### config.mk
export PLATFORM = sky130hd
export DESIGN_NAME = cisd_ram
export DESIGN_NICKNAME = d
export VERILOG_FILES = /design/src/rtl/cisd_ram.sv
export SDC_FILE = /design/constraint.sdc
export NUM_CORES = 1
export LEC_CHECK = 0
export BUFFER_PORTS_ARGS = -buffer_cell sky130_fd_sc_hd__buf_4
export CAP_MARGIN = 40
export CORE_MARGIN = 1
export CORE_UTILIZATION = 54
export DETAILED_ROUTE_END_ITERATION = 10
export PLACE_DENSITY = 0.74
export SLEW_MARGIN = 20
export SYNTH_ARGS = -nofsm -noshare
export SYNTH_HDL_FRONTEND = slang
export SYNTH_SLANG_ARGS = --single-unit
### constraint.sdc
create_clock -name aclk -period 1.49 [get_ports aclk]
set_input_delay 0.0745 -clock aclk [delete_from_list [all_inputs] [get_ports aclk]]
set_output_delay 0.0745 -clock aclk [all_outputs]
set_load 0.05 [all_outputs]
### src/rtl/cisd_ram.sv
module cisd_ram #(
    parameter int WIDTH = 8,
    parameter int DEPTH = 16
) (
    input  logic                     aclk,
    input  logic                     we,
    input  logic [$clog2(DEPTH)-1:0] waddr,
    input  logic [WIDTH-1:0]         wdata,
    input  logic [$clog2(DEPTH)-1:0] raddr,
    output logic [WIDTH-1:0]         rdata
);

    logic [WIDTH-1:0] mem [DEPTH];

    always_ff @(posedge aclk) begin
        if (we) begin
            mem[waddr] <= wdata;
        end
        rdata <= mem[raddr];
    end

endmodule

==> impl_metrics.json <==
{
  "routedWlPerCell_um": 21.3,
  "avgSynthCellArea_um2": 22.5,
  "hpwlAfterDp_um": 5930,
  "io_pins": 26,
  "syn_to_final_growth_pct": 21.9,
  "required_ns": 1.88,
  "ff2ff_setup_slack_ns": 0.07,
  "rows": 35,
  "crit_cells": 3,
  "grt_pass1_vias": 2636,
  "rsz0062_at_grt": "no",
  "clock_path_buffers": 2,
  "r2r-start": "mem[1][5]",
  "maxSlewViolCount": 0,
  "cts.clk_slew.worst_paths_ns": 0.06,
  "synth_area_um2": 5150,
  "crit_slowest_cell": "mux4_1",
  "path_buf_inv": 0,
  "placed_cells": 396,
  "instances_no_fill": 436,
  "maxCapViolCount": 0,
  "ys_types": 19,
  "crit_family": "multiplexers",
  "tightest_slew_ns": 0.398,
  "setup_viol": 0,
  "tns_ns": 0,
  "max-vdd-ir-drop_v": 0.000699,
  "post-route-drc-count": 0,
  "grt_pass1_wl_um": 14400,
  "initial_core_util_pct": 55.7,
  "gr-usage-met3_pct": 5.55,
  "core_area_um2": 9240,
  "final_area_um2": 6280,
  "first_pass_iters": 4,
  "max_freq_mhz": 705,
  "fin_crit_sh_pct": 95.1,
  "fin_nets": 312,
  "wl_um": 9290,
  "worst-path-max-fanout": 1,
  "power.density_nw_per_um2": 1400,
  "syn-num-nets": 247,
  "hold_path_class": "in -> reg",
  "grtUsageTotal_pct": 21.3,
  "clkSinkCount": 136,
  "clkLatencyLatePin_ns": 0.51,
  "cts_tree": "yes",
  "viasPerCell": 5.67,
  "num_antenna_cells": 0,
  "power.leakage_nw": 2.16,
  "syn_inst": 229,
  "top_usage_layer": "met2",
  "placed_cell_area_um2": 5640,
  "grtUsageMet1_pct": 28.4,
  "ys_seq_area_share_pct": 77.8,
  "grt_max_degree": 17,
  "yosysWarnings": 0,
  "clock_skew_ns": 0.0110,
  "drt_first_iter_violations": 168,
  "die_area_um2": 9930,
  "final_layout_size_suffix_gt1_share_pct": 30.6,
  "worstSetupEndpointType": "register",
  "cp-start-kind": "register",
  "root_buffer": "clkbuf_8",
  "hold_viol_final": 0,
  "min-delay-start": "waddr[0]",
  "cp_slowest_stage_delay_ns": 0.53,
  "most-common-layout-cells": "edfxtp_1 (128), buf_4 (44), mux4_2 (18)",
  "rr_worst_depth": 3,
  "ant_nets": 0,
  "overflow": 0,
  "globalRouteMet2Util_pct": 33.4,
  "endpoint": "rdata[5]",
  "path_class": "reg -> reg",
  "ys_ff_latch": 136,
  "num_vias": 2473,
  "io_buffers": 25,
  "fillers": 603,
  "cts_buffers": 17,
  "startpoint": "mem[1][5]",
  "period_minus_slack_ns": 1.42,
  "r2r-end": "rdata[5]",
  "htreeDepth": 4,
  "outcome": "finished, final reports clean",
  "slew_headroom_pct": 73.5,
  "arrival_ns": 1.81,
  "grt_antenna_before_repair": 0,
  "die_h_um": 99.6,
  "layout_commonest_cell": "edfxtp_1",
  "path_cells": "mux4_1, a22oi_1, nand2_1",
  "die_w_um": 99.6,
  "gp_congestion": 0.716
}
what timing repair did:
item | CTS | global route
gates resized for setup | 0 | 0
endpoints found under the hold margin | 128 | 0
buffers inserted | 0 | 0
hold buffers | 8 | 0
registers in the layout (all words and copies together), names as in the netlist:
register	count
mem	128
rdata	8
synth_stat cells:
cell	count	share of area [%]
nor3_1	4	0.39
mux4_2	18	7.9
buf_6	3	0.66
nand3b_1	2	0.29
and2b_1	1	0.15
buf_4	1	0.15
nor2_1	13	0.95
mux4_1	14	7.1
edfxtp_1	128	75
dfxtp_1	8	3.1
buf_2	3	0.29
a22oi_1	16	2.3
or3b_2	1	0.17
clkdlybuf4s25_2	3	0.58
nand2_1	9	0.66
nand3_1	1	0.097
nand2b_1	2	0.24
and2_1	1	0.12
nor2b_1	1	0.12
power breakdown:
part | switching, mW | internal [mW]
clock network | 1.46 | 2.52
logic | 0.304 | 0.229
registers | 0.0275 | 4.28
through the flow:
stage / utilization [%] / worst slack, ns / power (mW) / hold slack (ns)
after floorplan: - / 0.149 / 4.68 / 0.173
after global placement: 61.0 / 0.0972 / 4.89 / 0.379
after detailed placement: 61.0 / 0.0401 / 4.91 / 0.380
after CTS: 67.9 / 0.0616 / 8.87 / 0.0567
after global routing: 67.9 / 0.0651 / 9.07 / 0.0708
final: 67.9 / 0.0724 / 8.82 / 0.0803
final cells by class:
class                           count  area, um^2  area share (%)
Clock buffer                       21         429            6.84
Clock inverter                     11         130            2.07
Multi-Input combinational cell     83        1060            16.9
Sequential cell                   136        4000            63.8
Tap cell                          129         161            2.57
Timing Repair Buffer               56         490            7.81
how the worst min path moves through the flow:
stage / endpoint / slack (ns) / cells after the start
global placement: mem[1][5] / 0.38 / 1
detailed placement: mem[5][0] / 0.38 / 1
CTS: mem[0][7] / 0.06 / 3
global route: mem[0][7] / 0.07 / 3
finish: mem[0][5] / 0.08 / 3
floorplan: mem[0][0] / 0.17 / 0
layer usage:
layer | wire (um) | vias up
li1 | - | 1101
met1 | 3850 | 1271
met2 | 4740 | 88
met3 | 548 | 13
met4 | 146 | 0
met5 | 0 | -
worst min-delay path: cells and delay by family:
kind | cells | cell delay (ns)
and+or+nand+nor | 1 | 0.05
buffers and inverters | 2 | 0.29
cell families after synthesis:
| family | after synthesis | synth area share (%) |
|---|---|---|
| AO/OA/AOI/OAI | 16 | 2.33 |
| AND/OR/NAND/NOR | 35 | 3.18 |
| flip-flops | 136 | 77.8 |
| multiplexers | 32 | 15.0 |
| buffers and inverters | 10 | 1.68 |
Note: power is estimated with default switching activity, not from simulation.
